$ cat config.mk
export PLATFORM = sky130hd
export DESIGN_NAME = double_to_int64_pow2_scaled_round_top
export DESIGN_NICKNAME = d
export VERILOG_FILES = /design/src/sv/d2i_pkg.sv /design/src/sv/d2i_add.sv /design/src/sv/double_to_int64_pow2_scaled_round_top.sv
export SDC_FILE = /design/constraint.sdc
export NUM_CORES = 2
export LEC_CHECK = 0
export BUFFER_PORTS_ARGS = -buffer_cell sky130_fd_sc_hd__buf_2
export CAP_MARGIN = 25
export CORE_ASPECT_RATIO = 0.6
export CORE_MARGIN = 4
export CORE_UTILIZATION = 35
export DETAILED_ROUTE_END_ITERATION = 7
export PLACE_DENSITY = 0.47
export SLEW_MARGIN = 20
export SYNTH_ARGS = -nofsm -noshare
export SYNTH_HDL_FRONTEND = slang
export SYNTH_HIERARCHICAL = 1
export SYNTH_SLANG_ARGS = --single-unit
export TNS_END_PERCENT = 30
$ cat constraint.sdc
create_clock -name clock -period 40.6 [get_ports clock]
set_input_delay 12.18 -clock clock [delete_from_list [all_inputs] [get_ports clock]]
set_output_delay 12.18 -clock clock [all_outputs]
set_load 0.02 [all_outputs]
$ cat src/sv/d2i_pkg.sv
package d2i_pkg;

   localparam int FracW = 52;
   localparam int ExpW  = 11;
   localparam int MantW = FracW + 1;
   localparam int KW    = 6;
   // aligned operand: mantissa plus guard, round and sticky bits
   localparam int AlnW  = MantW + 3;
   localparam int SumW  = AlnW + 1;

   localparam logic [ExpW-1:0] ExpAllOnes = '1;
   localparam logic [ExpW-1:0] HalfBias   = 11'd1022;   // exponent field of 2^(k-1) minus k
   localparam logic [ExpW-1:0] RefBias    = 11'd1075;   // exponent field of 2^52 + 2^k scale

   typedef struct packed {
      logic [63:0] value_bits;
      logic        last;
   } req_type;

   typedef struct packed {
      logic signed [63:0] result;
      logic               last_out;
   } rsp_type;

   typedef struct packed {
      logic          valid;
      logic          neg;
      logic          special;   // infinity or NaN input
      logic          last;
      logic [KW-1:0] k;
   } ctl_type;

endpackage

$ cat src/sv/d2i_add.sv
module d2i_add
   import d2i_pkg::*;
(
   input  logic             clock,
   input  logic             reset,
   input  logic             enable,
   input  logic             in_valid,
   input  req_type          in_item,
   input  logic [KW-1:0]    k,
   output ctl_type          out_ctl,
   output logic [ExpW-1:0]  out_exp,
   output logic [MantW-1:0] out_mant
);

   // stage A: unpack, pick the operand with the larger exponent
   ctl_type          a_ctl_ff, a_ctl_in;
   logic [ExpW-1:0]  a_exp_ff, a_exp_in;
   logic [MantW-1:0] a_big_ff, a_big_in;
   logic [MantW-1:0] a_small_ff, a_small_in;
   logic [ExpW-1:0]  a_dist_ff, a_dist_in;

   logic [ExpW-1:0]  ea, ea_eff, eb;
   logic [MantW-1:0] ma, mb;

   always_comb begin
      ea = in_item.value_bits[62:52];
      ea_eff = (ea == '0) ? ExpW'(1) : ea;
      ma = {ea != '0, in_item.value_bits[FracW-1:0]};
      eb = HalfBias + ExpW'(k);
      mb = {1'b1, {FracW{1'b0}}};
      a_ctl_in.valid   = in_valid;
      a_ctl_in.neg     = in_item.value_bits[63];
      a_ctl_in.special = (ea == ExpAllOnes);
      a_ctl_in.last    = in_item.last;
      a_ctl_in.k       = k;
      if (ea_eff >= eb) begin
         a_exp_in   = ea_eff;
         a_big_in   = ma;
         a_small_in = mb;
         a_dist_in  = ea_eff - eb;
      end else begin
         a_exp_in   = eb;
         a_big_in   = mb;
         a_small_in = ma;
         a_dist_in  = eb - ea_eff;
      end
   end

   // stage B: align the smaller operand and add
   ctl_type         b_ctl_ff;
   logic [ExpW-1:0] b_exp_ff;
   logic [SumW-1:0] b_sum_ff, b_sum_in;

   logic [AlnW-1:0] ext, mask, aligned;
   logic            lost;

   always_comb begin
      ext = {a_small_ff, 3'b000};
      if (a_dist_ff >= ExpW'(AlnW)) begin
         mask    = '0;
         lost    = |ext;
         aligned = '0;
      end else begin
         mask    = ~({AlnW{1'b1}} << a_dist_ff[5:0]);
         lost    = |(ext & mask);
         aligned = ext >> a_dist_ff[5:0];
      end
      aligned[0] = aligned[0] | lost;
      b_sum_in = {1'b0, a_big_ff, 3'b000} + {1'b0, aligned};
   end

   // stage C: normalize the carry and round to nearest even
   ctl_type          c_ctl_ff;
   logic [ExpW-1:0]  c_exp_ff, c_exp_in;
   logic [MantW-1:0] c_mant_ff, c_mant_in;

   logic             carry, g, st, up;
   logic [MantW-1:0] m;
   logic [MantW:0]   mr;
   logic [ExpW-1:0]  e;

   always_comb begin
      carry = b_sum_ff[SumW-1];
      m     = carry ? b_sum_ff[SumW-1:4] : b_sum_ff[SumW-2:3];
      g     = carry ? b_sum_ff[3] : b_sum_ff[2];
      st    = carry ? (|b_sum_ff[2:0]) : (|b_sum_ff[1:0]);
      e     = b_exp_ff + ExpW'(carry);
      up    = g & (st | m[0]);
      mr    = {1'b0, m} + (MantW+1)'(up);
      if (mr[MantW]) begin
         c_mant_in = mr[MantW:1];
         c_exp_in  = e + ExpW'(1);
      end else begin
         c_mant_in = mr[MantW-1:0];
         c_exp_in  = e;
      end
   end

   always_ff @(posedge clock) begin
      if (reset) begin
         a_ctl_ff.valid <= 1'b0;
         b_ctl_ff.valid <= 1'b0;
         c_ctl_ff.valid <= 1'b0;
      end else if (enable) begin
         a_ctl_ff <= a_ctl_in;
         b_ctl_ff <= a_ctl_ff;
         c_ctl_ff <= b_ctl_ff;
      end
   end

   always_ff @(posedge clock) begin
      if (enable) begin
         a_exp_ff   <= a_exp_in;
         a_big_ff   <= a_big_in;
         a_small_ff <= a_small_in;
         a_dist_ff  <= a_dist_in;
         b_exp_ff   <= a_exp_ff;
         b_sum_ff   <= b_sum_in;
         c_exp_ff   <= c_exp_in;
         c_mant_ff  <= c_mant_in;
      end
   end

   assign out_ctl  = c_ctl_ff;
   assign out_exp  = c_exp_ff;
   assign out_mant = c_mant_ff;

endmodule

$ cat src/sv/double_to_int64_pow2_scaled_round_top.sv
// An item accepted on req passes the registers of stages A, B, C, D and E before its result shows on rsp.
// Throughput: one item per cycle; the five-stage pipeline stalls as a whole
// only while a result waits on rsp without rsp_ready.
// Reset: synchronous, active high; clears all stage valid bits and sets the
// scale exponent k to 0.
module double_to_int64_pow2_scaled_round_top
   import d2i_pkg::*;
(
   input  logic    clock,
   input  logic    reset,
   input  logic    req_valid,
   output logic    req_ready,
   input  req_type req_data,
   output logic    rsp_valid,
   input  logic    rsp_ready,
   output rsp_type rsp_data,
   input  logic    csr_valid,
   output logic    csr_ready,
   input  logic [KW-1:0] csr_data
);

   // scale exponent k; divisor is 2^k
   logic [KW-1:0] k_ff;

   always_ff @(posedge clock) begin
      if (reset) begin
         k_ff <= '0;
      end else if (csr_valid) begin
         k_ff <= csr_data;
      end
   end

   assign csr_ready = 1'b1;

   // whole pipe advances unless the output item is held
   logic enable;
   assign enable    = !rsp_valid || rsp_ready;
   assign req_ready = enable;

   // stages A..C: |x| + 2^(k-1) in binary64, round to nearest even
   ctl_type          c_ctl;
   logic [ExpW-1:0]  c_exp;
   logic [MantW-1:0] c_mant;

   d2i_add u_add (
      .clock    (clock),
      .reset    (reset),
      .enable   (enable),
      .in_valid (req_valid),
      .in_item  (req_data),
      .k        (k_ff),
      .out_ctl  (c_ctl),
      .out_exp  (c_exp),
      .out_mant (c_mant)
   );

   // stage D: shift the mantissa by exponent minus (1075 + k)
   ctl_type       d_ctl_ff;
   logic [63:0]   d_mag_ff, d_mag_in;
   logic [12:0]   dexp;
   logic [12:0]   rneg;

   always_comb begin
      dexp = {2'b00, c_exp} - {2'b00, RefBias + ExpW'(c_ctl.k)};
      rneg = 13'd0 - dexp;
      d_mag_in = '0;
      if (!dexp[12]) begin
         if (dexp < 13'd64) begin
            d_mag_in = {{(64-MantW){1'b0}}, c_mant} << dexp[5:0];
         end
      end else begin
         if (rneg < 13'd64) begin
            d_mag_in = {{(64-MantW){1'b0}}, c_mant} >> rneg[5:0];
         end
      end
   end

   // stage E: sign, special case and output register
   rsp_type rsp_ff, rsp_in;
   logic    rsp_valid_ff;

   always_comb begin
      rsp_in.last_out = d_ctl_ff.last;
      if (d_ctl_ff.special) begin
         rsp_in.result = '0;                   // infinity or NaN
      end else if (d_ctl_ff.neg) begin
         rsp_in.result = 64'sd0 - $signed(d_mag_ff);
      end else begin
         rsp_in.result = $signed(d_mag_ff);
      end
   end

   always_ff @(posedge clock) begin
      if (reset) begin
         d_ctl_ff.valid <= 1'b0;
         rsp_valid_ff   <= 1'b0;
      end else if (enable) begin
         d_ctl_ff     <= c_ctl;
         rsp_valid_ff <= d_ctl_ff.valid;
      end
   end

   always_ff @(posedge clock) begin
      if (enable) begin
         d_mag_ff <= d_mag_in;
         rsp_ff   <= rsp_in;
      end
   end

   assign rsp_valid = rsp_valid_ff;
   assign rsp_data  = rsp_ff;

   // rounded sum is always normal, so its hidden bit is set
   a_hidden: assert property (@(posedge clock) disable iff (reset)
      c_ctl.valid && !c_ctl.special |-> c_mant[MantW-1])
      else $error("sum mantissa not normalized");

   // special inputs give a zero result
   a_special: assert property (@(posedge clock) disable iff (reset)
      enable && d_ctl_ff.valid && d_ctl_ff.special |=> rsp_data.result == 64'sd0)
      else $error("special input gave nonzero result");

   // an item in the last adder stage moves on when the pipe advances
   a_advance: assert property (@(posedge clock) disable iff (reset)
      enable && c_ctl.valid |=> d_ctl_ff.valid)
      else $error("item lost between stages");

endmodule
==> run_results.csv <==
group,metric,value,unit
floorplan,core.rowCount,88,
power_and_ir_drop,clock_power_share,0.136,
timing,period_share,0.624,
grt,grt_usage,0.215,
grt,grt_busiest_layer,"met1",
placed_design,dp_hpwl,88.6,mm
synth,syn_area_per_cell,9.70,um^2
power_and_ir_drop,seqPwrFrac,0.227,
drt,viasPerCell,5.75,
worst_setup_path,endpoint_kind,"output port",
synth,yosysWarningCount,6,
worst_setup_path,path_delay_family,"buffers and inverters",
drt,wl_per_cell,23.5,um
clock_tree,path_clk_slew,60,ps
worst_setup_path,critPathArrivalTime,13160,ps
timing,max_freq,0.0395,GHz
clock_tree,cts_setup_buffers,0,
power_and_ir_drop,p_leak,14.9,nW
drt,finalWirelength,114,mm
timing,rsz0062_at_grt,"no",
clock_tree,cts_sinks,430,
synth,synth_seq_cells,430,
layout,final_common_cell,"edfxtp_1",
worst_setup_path,crit_start,"rsp_ready",
placed_design,place_congestion,0.977,
power_and_ir_drop,ir_worst_vdd,0.0000529,V
layout,post-route-util,0.388,
power_and_ir_drop,sw_frac_of_total,0.509,
floorplan,start_util,0.353,
synth,synth_cell_types,92,
power_and_ir_drop,switchingPower,1.56,mW
clock_tree,ctsHtreeMaxLevel,2,
synth,seq_area_frac_synth,0.378,
timing,fin_crit,25340,ps
floorplan,die_y,249,um
worst_setup_path,crit_chain,"buf_2 > nor2b_1 > inv_8 > buf_2",
worst_hold_path,worst_hold_path_type,"flop to flop",
worst_setup_path,r2r-start,"u_add/a_dist_ff[0]$_DFFE_PP_",
grt,grt_pass1_vias,25200,
floorplan,pin_count,144,
power_and_ir_drop,p_comb_frac,0.637,
flow_run,drv_cap,0,
synth,synth_nets,3663,
drt,num_vias,27800,
grt,grt.overflow.total,0,
drt,ant_nets,0,
worst_hold_path,min_from,"u_add/a_exp_ff[0]$_DFFE_PP_",
grt,antenna_found_initial,1,
synth,ys.flop_type,"edfxtp_1",
grt,grt_use_met1,0.370,
timing,tns,0,ps
floorplan,die_w,410,um
layout,final_layout_size_suffix_gt1_frac,0.152,
layout,layout_common_cells,"edfxtp_1 (419), nor2_1 (381), nand2_1 (361), mux2i_1 (232), a21oi_1 (219)",
clock_tree,cts.path.max_buffers,3,
worst_setup_path,cp.required,28420,ps
worst_setup_path,max_stage_delay,430,ps
timing,slew_headroom,0.255,
timing,final_hold_viol_count,0,
drt,firstDrtPassIters,6,
worst_setup_path,worstSetupStartpointType,"input port",
worst_setup_path,cp_max_fo,29,
timing,worst_pin_slew,1110,ps
timing,fin_skew,21.2,ps
grt,grt_pass1_wl,168,mm
grt,grt_max_degree,105,
timing,drv_slew,0,
floorplan,core_area,0.0961,mm^2
clock_tree,cts_made_buffers,46,
synth,netlist_area,0.0339,mm^2
layout,syn2layout_area_growth,10.1,%
synth,async_flop_share,0,
placed_design,io_buffers,142,
synth,synth_edf_count,419,
clock_tree,hold_buffers,0,
power_and_ir_drop,powerDensity,82.0,mW/mm^2
clock_tree,ctsResizeCount,0,
outcome,outcome,"finished clean",
worst_setup_path,crit_slowest_cell,"nor2b_1",
layout,fillers,9742,
clock_tree,cts_tree,"yes",
worst_setup_path,path_class,"input port to output port",
layout,final_nets,3662,
drt,drt_iter0_markers,3355,
worst_setup_path,cp_num_buf_inv,3,
floorplan,dieArea,0.102,mm^2
clock_tree,clkLatencyLatePin,600,ps
worst_setup_path,cp_common_cell,"buf_2",
grt,grt_use_met2,0.245,
drt,drc_errors,0,
synth,synth_cells,3493,
power_and_ir_drop,power.internal,1.50,mW
clock_tree,root_buffer,"clkbuf_16",
timing,setup-violations-final,0,
grt,gr-usage-met3,0.0748,
[logic make-up after synthesis]
family,after synthesis,synth area share
and+or+nand+nor,1228,0.173
AOI/OAI and AO/OA,767,0.147
DFF,430,0.378
muxes,415,0.169
buffers and inverters,333,0.0401
xor gates and xnor gates,222,0.0574
adders and majority gates,97,0.0365
other,1,0.000111
[power by group through the flow]
| stage | Combinational, mW | Sequential (mW) | Clock, mW |
|---|---|---|---|
| final | 1.95 | 0.694 | 0.417 |
| after global routing | 2.05 | 0.706 | 0.451 |
| after CTS | 1.87 | 0.692 | 0.434 |
| after detailed placement | 1.86 | 0.701 | 0 |
| after global placement | 1.87 | 0.701 | 0 |
| after floorplan | 1.27 | 0.685 | 0 |
[per-layer routing]
layer / part of all wire / routed length, um / vias up
met1: 0.53 / 60500 / 13500
li1: - / - / 13000
met5: 0 / 0 / -
met4: 0.0096 / 1090 / 0
met3: 0.12 / 13200 / 69
met2: 0.34 / 38800 / 1178
[path summary, 6_finish.rpt]
check | depth (start not counted) | slack (ps) | to
setup / recovery | 4 | 15260 | req_ready
hold / removal | 0 | 420 | u_add/b_exp_ff[0]$_DFFE_PP_
setup reg to reg | 21 | 32950 | u_add/b_sum_ff[55]$_DFFE_PP_
hold reg to reg | 0 | 420 | u_add/b_exp_ff[0]$_DFFE_PP_
[area by class of cell]
cell class	count	area, um^2	share of cell area
clock buffers	50	1190	0.0318
multi-input cells	2730	19900	0.534
repair buffers	204	1190	0.0320
well taps	1305	1630	0.0438
diodes	1	2.50	0.0000671
clock inverters	33	265	0.00711
inverters	80	308	0.00825
flip-flops and latches	430	12800	0.343
[state kept, by name, indices dropped and copies added, names as in the netlist]
name and count:
u_add/b_sum_ff 57, u_add/out_ctl 10, rsp_data 65, u_add/b_exp_ff 11
d_mag_ff 64, u_add/a_dist_ff 11, u_add/a_big_ff 53, rsp_valid 1
u_add/out_exp 11, d_ctl_ff 4, u_add/b_ctl_ff 10, u_add/a_exp_ff 11
u_add/a_small_ff 53, k_ff 6, u_add/out_mant 53, u_add/a_ctl_ff 10
[cells in the mapped netlist (all sizes together), types with 16 or more instances]
| cell | instances | area (um^2) |
|---|---|---|
| a21o | 41 | 308 |
| mux2i | 232 | 2320 |
| and3 | 17 | 106 |
| xor2 | 122 | 1070 |
| nand2b | 22 | 138 |
| o31ai | 31 | 233 |
| or2 | 19 | 119 |
| nand4 | 45 | 312 |
| nor2 | 383 | 1450 |
| mux4 | 120 | 2700 |
| a211oi | 72 | 553 |
| o32ai | 23 | 201 |
| mux2 | 63 | 709 |
| a21oi | 221 | 1110 |
| a31oi | 19 | 119 |
| buf | 83 | 418 |
| edfxtp | 419 | 12600 |
| nand2 | 365 | 1390 |
| inv | 80 | 300 |
| and2 | 78 | 490 |
| ha | 90 | 1130 |
| nand3 | 58 | 295 |
| o211ai | 24 | 180 |
| clkbuf | 170 | 639 |
| o22ai | 35 | 269 |
| nor2b | 86 | 538 |
| or3 | 28 | 175 |
| xnor2 | 100 | 876 |
| nor4 | 33 | 231 |
| nor3 | 63 | 330 |
| o21ai | 170 | 855 |
| o21a | 16 | 120 |
[metrics by stage]
stage	worst slack [ps]	std cells	total power [mW]	hold WS [ps]	instance area (um^2)
floorplan	8440	3493	1.95	400	33900
global placement	15240	4747	2.57	402	35800
detailed placement	15250	4747	2.56	405	35800
CTS	15250	4830	2.99	420	37300
global route	15190	4832	3.21	423	37300
finish	15260	4833	3.06	418	37300
Note: power is estimated with default switching activity, not from simulation.
